==> src/sv/fpmt_pkg.sv <==
// Package: field widths, operation codes and control types of the prefix-max tree unit
package fpmt_pkg;

  localparam int MODE_W   = 2;
  localparam int POS_IN_W = 11;
  localparam int VAL_IN_W = 20;
  localparam int OUT_W    = 20;

  localparam int DEF_TREE_SIZE   = 1024;
  localparam int DEF_NUM_TREES   = 2;
  localparam int DEF_VALUE_WIDTH = 20;

  localparam logic [MODE_W-1:0] MODE_RAISE = 2'd0;
  localparam logic [MODE_W-1:0] MODE_QUERY = 2'd1;
  localparam logic [MODE_W-1:0] MODE_CLEAR = 2'd2;

  typedef struct packed {
    logic load;
    logic step;
    logic clr_step;
  } ctl_cmd_t;

  typedef struct packed {
    logic active;
    logic clr_last;
  } sts_t;

endpackage

==> src/sv/fpmt_ctrl.sv <==
// Controller state machine of the prefix-max tree unit
module fpmt_ctrl import fpmt_pkg::*; (
  input  logic     clk,
  input  logic     rst,
  input  logic     start,
  input  sts_t     sts,
  output ctl_cmd_t cmd,
  output logic     busy,
  output logic     done
);

  localparam logic [2:0] S_CLR  = 3'd0;
  localparam logic [2:0] S_IDLE = 3'd1;
  localparam logic [2:0] S_RD   = 3'd2;
  localparam logic [2:0] S_EV   = 3'd3;
  localparam logic [2:0] S_OUT  = 3'd4;

  logic [2:0] state;
  logic [2:0] state_next;

  always_ff @(posedge clk) begin
    if (rst) begin
      state <= S_CLR;
    end else begin
      state <= state_next;
    end
  end

  always_comb begin
    state_next = state;
    unique case (state)
      S_CLR: begin
        if (sts.clr_last) state_next = S_IDLE;
      end
      S_IDLE: begin
        if (start) state_next = S_RD;
      end
      S_RD: begin
        state_next = sts.active ? S_EV : S_OUT;
      end
      S_EV: begin
        state_next = S_RD;
      end
      S_OUT: begin
        state_next = S_IDLE;
      end
      default: begin
        state_next = S_CLR;
      end
    endcase
  end

  assign cmd.load     = (state == S_IDLE) && start;
  assign cmd.step     = (state == S_EV);
  assign cmd.clr_step = (state == S_CLR);
  assign busy         = (state != S_IDLE);
  assign done         = (state == S_OUT);

endmodule

==> config.mk <==
export PLATFORM = sky130hd
export DESIGN_NAME = fpmt_ctrl
export DESIGN_NICKNAME = d
export VERILOG_FILES = /design/src/sv/fpmt_pkg.sv /design/src/sv/fpmt_ctrl.sv
export SDC_FILE = /design/constraint.sdc
export NUM_CORES = 1
export LEC_CHECK = 0
export BUFFER_PORTS_ARGS = -buffer_cell sky130_fd_sc_hd__buf_2
export CAP_MARGIN = 10
export CORE_AREA = 2 2 39 41
export CTS_BUF_LIST = sky130_fd_sc_hd__clkbuf_8
export DETAILED_ROUTE_END_ITERATION = 7
export DIE_AREA = 0 0 41 43
export PLACE_DENSITY = 0.38
export SLEW_MARGIN = 0
export SYNTH_ARGS = -nofsm -noshare
export SYNTH_HDL_FRONTEND = slang
export SYNTH_SLANG_ARGS = --single-unit
==> constraint.sdc <==
create_clock -name clk -period 1.09 [get_ports clk]
set_clock_uncertainty 0.05 [all_clocks]
set_input_delay 0.0545 -clock clk [delete_from_list [all_inputs] [get_ports clk]]
set_output_delay 0.0545 -clock clk [all_outputs]
set_load 0.05 [all_outputs]
==> impl_metrics.py, run 1 <==
metrics = {
    "clock_network": {
        "numCtsBuffers": 3,
        "cts-root-buf": "clkbuf_8",
        "cts.htree.levels": 1,
        "cts.sinks": 3,
        "cts_tree": "done",
        "cts.clk_slew.worst_paths_ns": 0.03,
        "clk_path_buf_depth": 2,
        "clk_latency_ns": 0.22,
    },
    "synthesis": {
        "synth.net_count": 26,
        "ys_seq_area_frac": 0.3333,
        "ys.flop_type": "dfxtp_1",
        "synth_warnings": 0,
        "synth_area_um2": 180.2,
        "postSynthCellCount": 21,
        "synth_cell_types": 16,
        "syn_area_per_cell_um2": 8.580,
        "async_flop_share": 0,
        "ys_ff_latch": 3,
        "synth_edf_count": 0,
    },
    "timing": {
        "fmax_mhz": 900.1,
        "finalWorstSetupSlack_ns": -0.02094,
        "slew_headroom": 0.8586,
        "hold_viol_final": 0,
        "tns_ns": -0.05657,
        "slew_violations": 0,
        "setup_viol": 3,
        "period_share": 1.019,
        "rsz0062_at_grt": "true",
        "worstMarginPinSlew_ns": 0.2105,
        "layout_min_cycle_time_ns": 1.111,
    },
    "worst_setup_path": {
        "worst_setup_path_end_kind": "flop",
        "cp_top_family": "buffers and inverters",
        "cp_common_cell": "buf_4",
        "startpoint_type": "flop",
        "crit_fanout": 4,
        "path_buf_inv": 3,
        "cp_cell_sequence": "buf_4 -> buf_4 -> buf_4 -> o21ai_1 -> a211oi_1",
        "cp_data_required_time_ns": 1.14,
        "max_stage_delay_ns": 0.35,
        "critPathKind": "flop to flop",
        "cp.arrival_ns": 1.16,
        "cp_slowest_cell": "dfxtp_4",
    },
    "floorplan": {
        "initial_core_util": 0.1302,
        "row_count": 14,
        "die_area_um2": 1763,
        "num_io_pins": 10,
        "die_height_um": 43,
        "core_area_um2": 1384,
        "die_w_um": 41,
    },
    "finish": {
        "top_regs": "state (3)",
        "areaGrowthSynthToFinish_pct": 166.7,
        "drive_gt1_frac": 0.8140,
        "layout_commonest_cell": "buf_6",
        "design_area_um2": 480.5,
        "n_antenna_cell": 0,
        "final_nets": 49,
        "regMostFlops": "state",
        "largest_register_ffs": 3,
        "final_cell_mix": "buf_6 (8), buf_4 (5), buf_2 (4)",
        "fin_util": 0.3472,
        "n_fill_cell": 145,
    },
    "worst_hold_path": {
        "hold_class": "primary input to flop",
    },
    "global_routing": {
        "grt_pass1_wl_um": 1124,
        "grt_pass1_vias": 256,
        "grt.overflow.total": 0,
        "grt_util_all_layers": 0.1025,
        "antenna_found_initial": 0,
        "grt_max_degree": 7,
    },
    "outcome": {
        "violations": "setup timing",
        "outcome": "finished, violations left",
    },
    "power_and_ir_drop": {
        "p_leak_nw": 0.2016,
        "cellPowerDensity_nw_per_um2": 1426,
        "peakVddDrop_v": 0.0003837,
    },
    "placement": {
        "portBuffers": 9,
        "place_congestion": 0.6946,
        "dpl.hpwl_um": 407,
        "placed_cell_area_um2": 299.0,
    },
    "routing": {
        "wl_per_cell_um": 11.71,
        "vias": 250,
        "via_per_inst": 4.237,
        "ant_nets": 0,
        "drt_iter0_drc": 2,
        "firstDrtPassIters": 4,
        "wirelength_um": 691,
        "drc": 0,
    },
    "flow_run": {
        "max_cap_violations": 0,
    },
}
path summary, 6_finish.rpt:
path	startpoint	end	slack, ns	depth (start not counted)
hold / removal	sts[0]	state[0]	0.06	3
setup reg to reg	state[0]	state[1]	-0.02	5
setup / recovery	state[0]	state[1]	-0.02	5
hold reg to reg	state[1]	state[1]	0.52	2
worst reg2reg max path: cells and delay by family, from the launching register on:
| family | cells | cell delay [ns] |
|---|---|---|
| AOI/OAI and AO/OA | 2 | 0.18 |
| buffers and inverters | 3 | 0.40 |
| DFF | 1 | 0.35 |
metal layers:
layer	GRT usage	wire length (um)	vias up
met5	0	0	-
met4	0.08000	23	0
met3	0.05236	84	3
met2	0.1281	316	15
met1	0.1258	266	114
li1	-	-	118
cell usage after synthesis, drive strengths merged, types with 2 or more instances:
| library cell | n | area [um2] |
|---|---|---|
| o21ai | 2 | 10.01 |
| nor3 | 3 | 20.02 |
| dfxtp | 3 | 60.06 |
| inv | 3 | 11.26 |
| nor2 | 2 | 10.01 |
cell families (layout without fill, tap and decap cells):
group,count (synthesis),in the layout,synth area share
and+or+nand+nor,10,10,0.4027
AOI/OAI and AO/OA,4,4,0.1389
buffers and inverters,4,26,0.1250
DFF,3,3,0.3333
repair_timing:
| action | CTS | global route |
|---|---|---|
| setup endpoints to repair | 5 | 8 |
| hold endpoints to repair | 3 | 0 |
| buffers inserted | 5 | 0 |
| pin swaps | 4 | 2 |
| gates resized for setup | 20 | 5 |
| hold buffers | 2 | 0 |
power breakdown:
part	leakage (nW)	switching, mW	internal [mW]
clock	0.0269	0.0835	0.241
combinational	0.148	0.120	0.106
sequential	0.0264	0.0172	0.119
through the flow:
step / setup slack, ns / cells / hold WS [ns] / total power [mW]
4_1_cts: -0.02961 / 59 / 0.05057 / 0.6787
3_5_place_dp: -0.01004 / 48 / 0.2235 / 0.2904
2_1_floorplan: -0.09367 / 21 / 0.07422 / 0.2538
6_report: -0.02094 / 59 / 0.06414 / 0.6853
5_1_grt: -0.06285 / 59 / 0.07187 / 0.7231
3_3_place_gp: -0.007733 / 48 / 0.2233 / 0.2917
cell type report:
type / count / area [um2] / share of cell area
timing repair buffer: 19 / 167.7 / 0.3490
multi-input combinational: 14 / 162.7 / 0.3385
sequential: 3 / 68.82 / 0.1432
clock buffer: 3 / 41.29 / 0.08594
tap: 16 / 20.02 / 0.04167
inverter: 3 / 16.27 / 0.03385
clock inverter: 1 / 3.754 / 0.007812
No activity file was read; power rests on OpenSTA's default activity.
==> run 2: changes to the inputs <==
--- a/config.mk
+++ b/config.mk
@@ -6,12 +6,14 @@
 export NUM_CORES = 1
 export LEC_CHECK = 0
 export BUFFER_PORTS_ARGS = -buffer_cell sky130_fd_sc_hd__buf_2
-export CAP_MARGIN = 10
+export CAP_MARGIN = 20
+export CELL_PAD_IN_SITES_DETAIL_PLACEMENT = 1
+export CELL_PAD_IN_SITES_GLOBAL_PLACEMENT = 1
 export CORE_AREA = 2 2 39 41
 export CTS_BUF_LIST = sky130_fd_sc_hd__clkbuf_8
 export DETAILED_ROUTE_END_ITERATION = 7
 export DIE_AREA = 0 0 41 43
-export PLACE_DENSITY = 0.38
+export PLACE_DENSITY = 0.47
 export SLEW_MARGIN = 0
 export SYNTH_ARGS = -nofsm -noshare
 export SYNTH_HDL_FRONTEND = slang
==> impl_metrics.py, run 2 (synthesis results as in run 1) <==
metrics = {
    "routing": {
        "wirelength_um": 756,
        "drt-met1-wl_um": 285,
        "wl_met2_um": 417,
        "firstDrtPassIters": 2,
        "wl_met3_um": 54,
        "ant_nets": 0,
        "drc": 0,
        "vias": 225,
        "wl_per_cell_um": 13.03,
        "drt_iter0_drc": 3,
        "via_per_inst": 3.879,
        "routed.top_layer": "met3",
    },
    "finish": {
        "final_nets": 48,
        "regMostFlops": "state",
        "final_cell_mix": "buf_6 (8), buf_2 (4), buf_4 (4)",
        "n_fill_cell": 169,
        "layout_commonest_cell": "buf_6",
        "largest_register_ffs": 3,
        "n_antenna_cell": 0,
        "drive_gt1_frac": 0.8095,
        "areaGrowthSynthToFinish_pct": 157.6,
        "top_regs": "state (3)",
    },
    "clock_network": {
        "cts.htree.levels": 1,
        "clk_latency_ns": 0.22,
        "cts-root-buf": "clkbuf_8",
        "cts.clk_slew.worst_paths_ns": 0.04,
        "numCtsBuffers": 3,
        "clk_path_buf_depth": 2,
        "cts_tree": "done",
        "cts.sinks": 3,
    },
    "timing": {
        "period_share": 1.064,
        "slew_headroom": 0.8352,
        "worstMarginPinSlew_ns": 0.2452,
        "tns_ns": -0.1300,
        "layout_min_cycle_time_ns": 1.159,
        "hold_viol_final": 0,
        "setup_viol": 2,
        "finalWorstSetupSlack_ns": -0.06926,
        "rsz0062_at_grt": "true",
        "slew_violations": 0,
        "fmax_mhz": 862.6,
    },
    "global_routing": {
        "grt_max_degree": 6,
        "antenna_found_initial": 0,
        "grt_pass1_vias": 280,
        "grt_pass1_wl_um": 1352,
        "grt_util_all_layers": 0.1211,
        "grt.overflow.total": 0,
    },
    "worst_setup_path": {
        "startpoint_type": "flop",
        "critPathKind": "flop to primary output",
        "worst_setup_path_end_kind": "primary output",
        "cp_top_family": "flip-flops",
        "max_stage_delay_ns": 0.36,
        "cp_data_required_time_ns": 0.99,
        "cp.arrival_ns": 1.05,
        "cp_cell_sequence": "buf_6 -> nor3_4 -> buf_6",
        "path_buf_inv": 2,
        "cp_common_cell": "buf_6",
        "crit_fanout": 5,
        "cp_slowest_cell": "dfxtp_4",
    },
    "power_and_ir_drop": {
        "p_leak_nw": 0.1948,
        "peakVddDrop_v": 0.0004748,
        "cellPowerDensity_nw_per_um2": 1454,
    },
    "floorplan": {
        "num_io_pins": 10,
        "die_w_um": 41,
        "initial_core_util": 0.1302,
        "die_area_um2": 1763,
        "core_area_um2": 1384,
        "row_count": 14,
        "die_height_um": 43,
    },
    "flow_run": {
        "max_cap_violations": 0,
    },
    "placement": {
        "dp_slack_ns": -0.01069,
        "place_congestion": 0.7317,
        "dpl.hpwl_um": 467.3,
        "portBuffers": 9,
    },
    "outcome": {
        "violations": "setup timing",
        "outcome": "finished, violations left",
    },
    "worst_hold_path": {
        "hold_class": "primary input to flop",
    },
}
==> run 2: layer usage <==
layer / global-route usage / up-vias
met4: 0.1000 / 0
li1: - / 115
met5: 0 / -
met1: 0.1369 / 103
met2: 0.1688 / 7
met3: 0.04712 / 0
==> run 2: repair_timing <==
item / CTS / global route
hold buffers: 2 / 0
setup buffers: 3 / 0
gates resized for setup: 23 / 1
endpoints found under the setup margin: 6 / 5
pin swaps: 6 / 0
hold endpoints to repair: 3 / 0
==> run 2: through the flow <==
| step | util | area (um2) | hold slack [ns] | power, mW | instances |
|---|---|---|---|---|---|
| 3_3_place_gp | 0.2269 | 314.1 | 0.2153 | 0.2984 | 50 |
| 5_1_grt | 0.3354 | 464.2 | 0.08334 | 0.7129 | 58 |
| 6_report | 0.3354 | 464.2 | 0.06635 | 0.6750 | 58 |
| 4_1_cts | 0.3327 | 460.4 | 0.06258 | 0.6806 | 58 |
| 3_5_place_dp | 0.2269 | 314.1 | 0.2229 | 0.2997 | 50 |
| 2_1_floorplan | - | 222.7 | 0.07422 | 0.2538 | 21 |
==> run 2: area by class of cell <==
cell class / instances / area (um2) / share of cell area
clock inverter: 1 / 3.754 / 0.008086
timing repair buffer: 18 / 160.2 / 0.3450
sequential: 3 / 68.82 / 0.1482
clock buffer: 3 / 41.29 / 0.08895
multi-input combinational: 14 / 153.9 / 0.3315
inverter: 3 / 16.27 / 0.03504
tap: 16 / 20.02 / 0.04313
==> run 2: final timing paths <==
path | slack (ns) | to | startpoint | cells after the start
setup / recovery | -0.07 | cmd[0] | state[0] | 3
hold / removal | 0.07 | state[0] | sts[0] | 3
setup reg to reg | 0.05 | state[0] | state[2] | 4
hold reg to reg | 0.51 | state[1] | state[1] | 2
==> run 2: worst min-delay path: cells and delay by family <==
kind,cells,cell delay (ns)
and+or+nand+nor,2,0.15
buffers and inverters,1,0.09
==> run 2: report_power, final <==
| group | switching, mW | internal (mW) |
|---|---|---|
| logic | 0.119 | 0.101 |
| clock network | 0.0814 | 0.241 |
| registers | 0.0152 | 0.119 |
| total | 0.215 | 0.460 |
